<file path="config.mk">
export PLATFORM = sky130hd
export DESIGN_NAME = tccw_cursor_step
export DESIGN_NICKNAME = d
export VERILOG_FILES = /design/src/rtl/tccw_pkg.sv /design/src/rtl/tccw_cursor_step.sv
export SDC_FILE = /design/constraint.sdc
export NUM_CORES = 1
export LEC_CHECK = 0
export ABC_AREA = 1
export BUFFER_PORTS_ARGS = -buffer_cell sky130_fd_sc_hd__clkbuf_2
export CORE_ASPECT_RATIO = 0.75
export CORE_MARGIN = 2
export CORE_UTILIZATION = 45
export DETAILED_ROUTE_END_ITERATION = 6
export GPL_ROUTABILITY_DRIVEN = 0
export PLACE_DENSITY = 0.8
export SLEW_MARGIN = 20
export SYNTH_ARGS = -nofsm -noshare
export SYNTH_HDL_FRONTEND = slang
export SYNTH_SLANG_ARGS = --single-unit
</file>
<file path="constraint.sdc">
create_clock -name vclk -period 5.4
set_input_delay 0.81 -clock vclk [all_inputs]
set_output_delay 0.81 -clock vclk [all_outputs]
set_load 0.02 [all_outputs]
</file>
<file path="src/rtl/tccw_pkg.sv">
`timescale 1ns / 1ps
// ----------------------------------------------------------------------------
// tccw_pkg
// Shared constants, types and helpers of the text console cell writer:
// screen geometry, field widths, opcodes, control characters.
// ----------------------------------------------------------------------------
package tccw_pkg;

  // Screen geometry
  localparam int COLUMNS    = 80;
  localparam int ROWS       = 25;
  localparam int CELL_COUNT = COLUMNS * ROWS;
  localparam int FILL_BASE  = (ROWS - 1) * COLUMNS;

  // Cell index into the store, and a pointer that can also hold CELL_COUNT
  localparam int IDX_W = $clog2(CELL_COUNT);
  localparam int PTR_W = $clog2(CELL_COUNT + 1);

  // Fixed field widths
  localparam int COL_W   = 7;
  localparam int ROW_W   = 5;
  localparam int POS_W   = 11;
  localparam int CHAR_W  = 8;
  localparam int ATTR_W  = 8;
  localparam int ENTRY_W = 16;

  // Cursor arithmetic widths: one bit of headroom over the stored cursor
  localparam int CX_W = COL_W + 1;
  localparam int RX_W = ROW_W + 1;

  localparam logic [ENTRY_W-1:0] RESET_ENTRY = 16'h0720;
  localparam logic [ATTR_W-1:0]  RESET_ATTR  = 8'h07;
  localparam logic [CHAR_W-1:0]  BLANK_CHAR  = 8'h20;

  // Control characters and the printable range
  localparam logic [CHAR_W-1:0] CH_BS      = 8'h08;
  localparam logic [CHAR_W-1:0] CH_TAB     = 8'h09;
  localparam logic [CHAR_W-1:0] CH_LF      = 8'h0A;
  localparam logic [CHAR_W-1:0] CH_CR      = 8'h0D;
  localparam logic [CHAR_W-1:0] PRINT_LO   = 8'h20;
  localparam logic [CHAR_W-1:0] PRINT_HI   = 8'h7F;
  localparam logic [CX_W-1:0]   TAB_STEP   = 8'd8;
  localparam logic [CX_W-1:0]   TAB_MASK   = ~8'd7;

  typedef enum logic [1:0] {
    OP_PUT   = 2'd0,
    OP_SET   = 2'd1,
    OP_CLEAR = 2'd2,
    OP_READ  = 2'd3
  } op_t;

  // Cursor update of one put-character request
  typedef struct packed {
    logic [COL_W-1:0] col;
    logic [ROW_W-1:0] row;
    logic             written;
    logic             scroll;
  } cursor_upd_t;

  // Linear base of a row
  function automatic logic [PTR_W-1:0] row_base(input logic [ROW_W-1:0] r);
    return PTR_W'(int'(r) * COLUMNS);
  endfunction

endpackage

</file>
<file path="src/rtl/tccw_cursor_step.sv">
`timescale 1ns / 1ps
// ----------------------------------------------------------------------------
// tccw_cursor_step
// Cursor movement for one put-character request: control characters,
// printable store and advance, line wrap and the need to scroll.
// ----------------------------------------------------------------------------
module tccw_cursor_step (
  input  logic [tccw_pkg::COL_W-1:0]  cur_col,
  input  logic [tccw_pkg::ROW_W-1:0]  cur_row,
  input  logic [tccw_pkg::CHAR_W-1:0] char_code,
  output tccw_pkg::cursor_upd_t       upd
);

  logic [tccw_pkg::CX_W-1:0] col_x;
  logic [tccw_pkg::RX_W-1:0] row_x;
  logic [tccw_pkg::CX_W-1:0] tab_col;
  logic [tccw_pkg::CX_W-1:0] cols_x;
  logic [tccw_pkg::RX_W-1:0] rows_x;
  logic                      printable;

  assign cols_x    = tccw_pkg::CX_W'(tccw_pkg::COLUMNS);
  assign rows_x    = tccw_pkg::RX_W'(tccw_pkg::ROWS);
  assign tab_col   = (tccw_pkg::CX_W'(cur_col) + tccw_pkg::TAB_STEP) & tccw_pkg::TAB_MASK;
  assign printable = (char_code >= tccw_pkg::PRINT_LO) && (char_code <= tccw_pkg::PRINT_HI);

  // Move the cursor by character class
  always_comb begin
    col_x       = tccw_pkg::CX_W'(cur_col);
    row_x       = tccw_pkg::RX_W'(cur_row);
    upd.written = 1'b0;
    priority if (char_code == tccw_pkg::CH_LF) begin
      col_x = '0;
      row_x = row_x + 1'b1;
    end else if (char_code == tccw_pkg::CH_CR) begin
      col_x = '0;
    end else if (char_code == tccw_pkg::CH_TAB) begin
      if (tab_col >= cols_x) begin
        col_x = '0;
        row_x = row_x + 1'b1;
      end else begin
        col_x = tab_col;
      end
    end else if (char_code == tccw_pkg::CH_BS) begin
      if (cur_col != '0) begin
        col_x = col_x - 1'b1;
      end else if (cur_row != '0) begin
        row_x = row_x - 1'b1;
        col_x = cols_x - 1'b1;
      end
    end else if (printable) begin
      upd.written = 1'b1;
      col_x       = col_x + 1'b1;
      if (col_x >= cols_x) begin
        col_x = '0;
        row_x = row_x + 1'b1;
      end
    end else begin
      col_x = tccw_pkg::CX_W'(cur_col);
    end

    // Past the last row: stay on it and scroll
    upd.scroll = (row_x >= rows_x);
    if (upd.scroll) begin
      row_x = rows_x - 1'b1;
    end
    upd.col = col_x[tccw_pkg::COL_W-1:0];
    upd.row = row_x[tccw_pkg::ROW_W-1:0];
  end

endmodule

</file>
==> results.md, run 1 <==
* Slew @ Worst Pin at approximately 800 ps
* Via count at 1,619
* Critical Path End Type: output port
* Finish-stage setup viols at 0
* Top cells by area, synth: nand2_1 (17%), nand3_1 (13%), ha_1 (6.9%)
* Starting DRC count in detailed routing at 113
* Fin. max-slew vios at 0
* Pwr dens at about 79 nW/µm²
* Hold WC Path Type: in -> out
* Tot Pwr at ~110 µW
* Post-synthesis sequential area ratio at 0%
* CP startpoint kind: input port
* Post-CTS Hold Buffers at 0
* Rel. slew slack at 47.3%
* Critical path required time at approximately 4600 ps
* Core area at about 2600 µm²
* Grt ovf at 0
* Peak supply drop at roughly 0.000040 V
* RSZ-0062 raised after global routing: false
* Comb pwr share at 100.0%
* Crit path max fanout at 11
* Internal at 39.1 µW
* Drt wl/cell at ~12 µm
* Design area at around 1400 µm²
* Vias/cell at between 5 and 6
* Commonest cells in the netlist: nand2_1 (59), nand3_1 (33), inv_1 (23), nor2_1 (21), nand2_2 (9)
* Post-synthesis to final-layout area growth at 13.8%
* # Post-CTS Setup Buffers at 0
* Tcrit/Tclk final at a little over 70%
* DR pass1 iterations at 4
* Hold_sp: cur_row[0]
* DIE WIDTH at about 65 µm
* Clk pwr share at 0%
* Switching share of power at between 60% and 70%
* Ports at 34
* Share of layout cells above drive strength 1 at about 25%
* Post-Synthesis Cells at 232
* P_leak at 0.000781 µW
* Final WL at about 3600 µm
* Fmax at around 0.26 GHz
* Vias in the first global route at between 1,000 and 1,500
* Top-area cell type share of the netlist area at between 10% and 20%
* Pin count of the biggest net entering global routing at 16
* Number of routed nets with antenna violations at 0
* Syn Area/Cell at approximately 5.5 µm²
* Max Cap Viol at 0
* First-pass GRT wire length at ~6000 µm
* Full die area at approximately 3300 µm²
* CTS resizes at 0
* P_sw at about 75 µW
* Top-count cell post-synth: nand2_1
* Post-layout net count at 289
* Placed cell area at around 1400 µm²
* Critical Path AT at 3100 ps
* Reg area at 0 µm²
* Syn Nets at roughly 260
* Setup tns final at 0 ps
* Antenna violations before repair at 0
* Yosys Warn Count at 0
* WHS Path Cells at 5
* Seq Cell Count at 0
* CLK BUF at 0
* Detailed Place HPWL at 2940 µm
* Ant diodes at 0
* Crit Path Class: in -> out
* I/O Buffers at 34
* Hold Path End: upd[2]
* Status: finished, final reports clean
* Mapped cell area at 1270 µm²
* Cell taking the most area after synthesis: nand2_1
* # DRC at 0
* Final Hold Fails at 0
* Post-synth cell types at 39
* Total Routing Usage GR at between 20 and 25%
* Initial core utilization at between 40% and 50%
* Seq pwr share at 0%
* Die H at around 50 µm
* Site row count at 16
* Utilization after layout at 54.7%
* Post-layout minimum cycle time at between 3000 and 4000 ps
## stage by stage
step	hold slack, ps	instances	setup slack [ps]
2_1_floorplan	1810	232	1890
3_3_place_gp	2050	296	1580
3_5_place_dp	2050	296	1530
4_1_cts	2050	296	1520
5_1_grt	2100	296	1190
6_report	2050	296	1490
## cell type report
class | count | area, µm²
Tap cell | 36 | 45.0
Multi-Input combinational cell | 196 | 1110
Timing Repair Buffer | 35 | 178
Inverter | 29 | 111
Fill cell | 290 | 1200
## cells by family (layout without fill, tap and decap cells)
kind of cell | after synthesis | after routing | synth area share [%]
AND/OR/NAND/NOR | 150 | 150 | 59.5
buffers and inverters | 36 | 64 | 12.5
AO/OA/AOI/OAI | 31 | 31 | 15.6
XOR/XNOR | 8 | 8 | 5.52
adder cells (fa/ha/maj) | 7 | 7 | 6.90
## power groups by stage
stage	Clock [µW]	Combinational [µW]	Sequential, µW
after global routing	0	127	0
final	0	115	0
after CTS	0	114	0
after global placement	0	112	0
after detailed placement	0	113	0
after floorplan	0	79.9	0
## layout by cell type, fill, tap and decap left out, types with 7 or more instances in the layout
cell and n:
nand2_1 59, clkbuf_2 34, nand3_1 33, inv_1 23, nor2_1 21, nand2_2 9, xor2_1 8, nand4_1 7
ha_1 7
## per-layer routing
layer	global-route usage, %	up-vias	wire [µm]
li1	-	843	-
met1	35.3	701	1730
met2	33.2	75	1480
met3	2.05	0	369
met4	0	0	0
met5	0	-	0
## worst max path at each step
stage,from,to,slack [ps],cells after the start
detailed placement,char_code[4],upd[4],1530,15
floorplan,cur_col[4],upd[2],1890,16
finish,char_code[4],upd[2],1490,15
CTS,char_code[4],upd[4],1520,15
global route,char_code[4],upd[2],1190,15
global placement,char_code[4],upd[2],1580,15
## critical path, cell delays in order
cell and delay (ps):
clkbuf_2 80, nor2_1 120, nand3_2 140, nor2_1 580, inv_1 370, nand3_2 220
nand3_1 90, nand2_1 60, nand2_1 60, nand2_2 70, nand3_1 80, nand2_2 100
nand2_4 60, nor2_1 100, clkbuf_2 170
Power figures use the tool's default switching activity.
==> run 2, diff against run 1 <==
- clock period: 5.4 -> 3.7 ns (I/O delays scaled with it)
==> run 2 against run 1 <==
Effect of this change: clock-buffer cell count did not move; total power grew 47%; critical path type unchanged; worst hold slack worse by 500 ps; first-iteration DRC count increased by 12%; cell area is 1.0% higher; critical path depth is 2 higher; cell count increased by 0.68%; via count is 0.99% higher; critical endpoint is now upd[3].
==> results.md, run 2 (synthesis results as in run 1) <==
* Status: finished, final reports clean (unchanged)
* Number of routed nets with antenna violations at 0 (unchanged)
* DR pass1 iterations at 4 (unchanged)
* Design area at 1460 µm² (was 1450 µm²)
* Reg area at 0 µm² (unchanged)
* Slew @ Worst Pin at 466 ps (was 783 ps)
* Tcrit/Tclk final at 84.7%
* Finish-stage setup viols at 0 (unchanged)
* Crit path max fanout at 10 (was 11)
* Site row count at 16 (unchanged)
* Critical Path AT at 2580 ps (was 3100 ps)
* P_leak at 0.000792 µW (was 0.000781 µW)
* WL met3 at 343 µm (was 369 µm)
* CP Capture Point: upd[3] (was upd[2])
* Post-CTS Hold Buffers at 0 (unchanged)
* Die H at 50.0 µm (unchanged)
* CLK BUF at 0 (unchanged)
* First-pass GRT wire length at 5870 µm (was 5930 µm)
* Starting DRC count in detailed routing at 127 (was 113)
* Critical Path End Type: output port (unchanged)
* RSZ-0062 raised after global routing: false (unchanged)
* Vias in the first global route at 1,338 (was 1,346)
* CTS resizes at 0 (unchanged)
* Core area at 2640 µm² (unchanged)
* Most common cell after layout, fill and taps aside: nand2_1 (unchanged)
* Antenna violations before repair at 0 (unchanged)
* Fmax at approximately 0.32 GHz
* Final Hold Fails at 0 (unchanged)
* Post-layout net count at 291 (was 289)
* Seq Cell Count at 0 (unchanged)
* Max Cap Viol at 0 (unchanged)
* DIE WIDTH at 65.3 µm (unchanged)
* Commonest cells after routing, fill and taps aside: nand2_1 (59), clkbuf_2 (34), nand3_1 (33), inv_1 (23), nor2_1 (21) (unchanged)
* Peak supply drop at 0.0000578 V (was 0.0000405 V)
* Setup tns final at 0 ps (unchanged)
* Crit Path Class: in -> out (unchanged)
* Vias/cell at 5.49 (was 5.47)
* Critical path required time at 3140 ps (was 4590 ps)
* Grt ovf at 0 (unchanged)
* Total Routing Usage GR at 21.9% (was 22.0%)
* DR top layer: met3 (unchanged)
* Pwr dens at 115 nW/µm² (was 79.3 nW/µm²)
* Met2 WL at 1470 µm (was 1480 µm)
* Final WL at 3510 µm (was 3580 µm)
* I/O Buffers at 34 (unchanged)
* CP startpoint kind: input port (unchanged)
* Fin. max-slew vios at 0 (unchanged)
* Hold WC Path Type: in -> out (unchanged)
* Detailed Place HPWL at 2900 µm (was 2940 µm)
* Ports at 34 (unchanged)
* # DRC at 0 (unchanged)
* M1 wire length at 1700 µm (was 1730 µm)
* Ant diodes at 0 (unchanged)
* Initial core utilization at 48.1% (unchanged)
* Via count at 1,635 (was 1,619)
* # Post-CTS Setup Buffers at 0 (unchanged)
* Drt wl/cell at 11.8 µm (was 12.1 µm)
* Post-synthesis to final-layout area growth at 15.0% (was 13.8%)
* Post-layout minimum cycle time at approximately 3100 ps
* Full die area at 3270 µm² (unchanged)
* Placed cell area at 1460 µm² (was 1450 µm²)
* Critical path origin: cur_col[3] (was char_code[4])
* Rel. slew slack at 68.8% (was 47.3%)
* Pin count of the biggest net entering global routing at 16 (unchanged)
* Share of layout cells above drive strength 1 at 25.2% (was 24.6%)
==> run 2: changes by cell type in the layout (fill, tap and decap cells not counted) <==
cell	previous run	this run
buf_4	1	3
==> run 2: worst min-delay path by stage <==
stage / slack [ps] / endpoint / start / depth (start not counted)
6_report: 1550 / upd[2] / cur_row[0] / 5
5_1_grt: 1610 / upd[2] / cur_row[0] / 5
4_1_cts: 1550 / upd[2] / cur_row[0] / 5
3_5_place_dp: 1550 / upd[2] / cur_row[0] / 5
3_3_place_gp: 1540 / upd[2] / cur_row[0] / 5
2_1_floorplan: 1300 / upd[2] / cur_row[0] / 3
==> run 2: routing by layer <==
| metal | up-vias | track usage [%] |
|---|---|---|
| li1 | 849 | - |
| met1 | 713 | 33.7 |
| met2 | 73 | 35.7 |
| met3 | 0 | 0.457 |
| met4 | 0 | 0 |
| met5 | - | 0 |
==> run 2: metrics by stage <==
stage                     utilization [%]  hold WS (ps)  total power (µW)  instances  worst slack [ps]
after detailed placement             55.3          1550               166        298               578
final                                55.3          1550               168        298               564
after global routing                 55.3          1610               186        298               257
after CTS                            55.3          1550               167        298               576
after global placement               55.3          1540               165        298               625
after floorplan                         -          1300               117        232               699
==> run 2: report_power, final <==
part | internal (µW) | total [µW] | switching (µW)
combinational | 57.7 | 168 | 110
clock | 0 | 0 | 0
sequential | 0 | 0 | 0
total | 57.7 | 168 | 110
==> run 2: area by class of cell <==
| class | instances | area, µm² |
|---|---|---|
| multi-input cells | 196 | 1110 |
| well taps | 36 | 45.0 |
| repair buffers | 37 | 193 |
| inverters | 29 | 111 |
| fillers | 269 | 1180 |
==> run 2: worst max-delay path, stage by stage <==
cell      delay, ps
clkbuf_2        190
inv_1           120
ha_1            320
nor2_1           90
nand3_1          80
nand2_1          90
nand2_1         100
nand2_1         180
o22ai_1          90
nor2_1          100
nand3_1          70
nand2_1          80
nand3_1          90
nand2_2         100
nand2_4          60
nor2_1          100
clkbuf_2        170
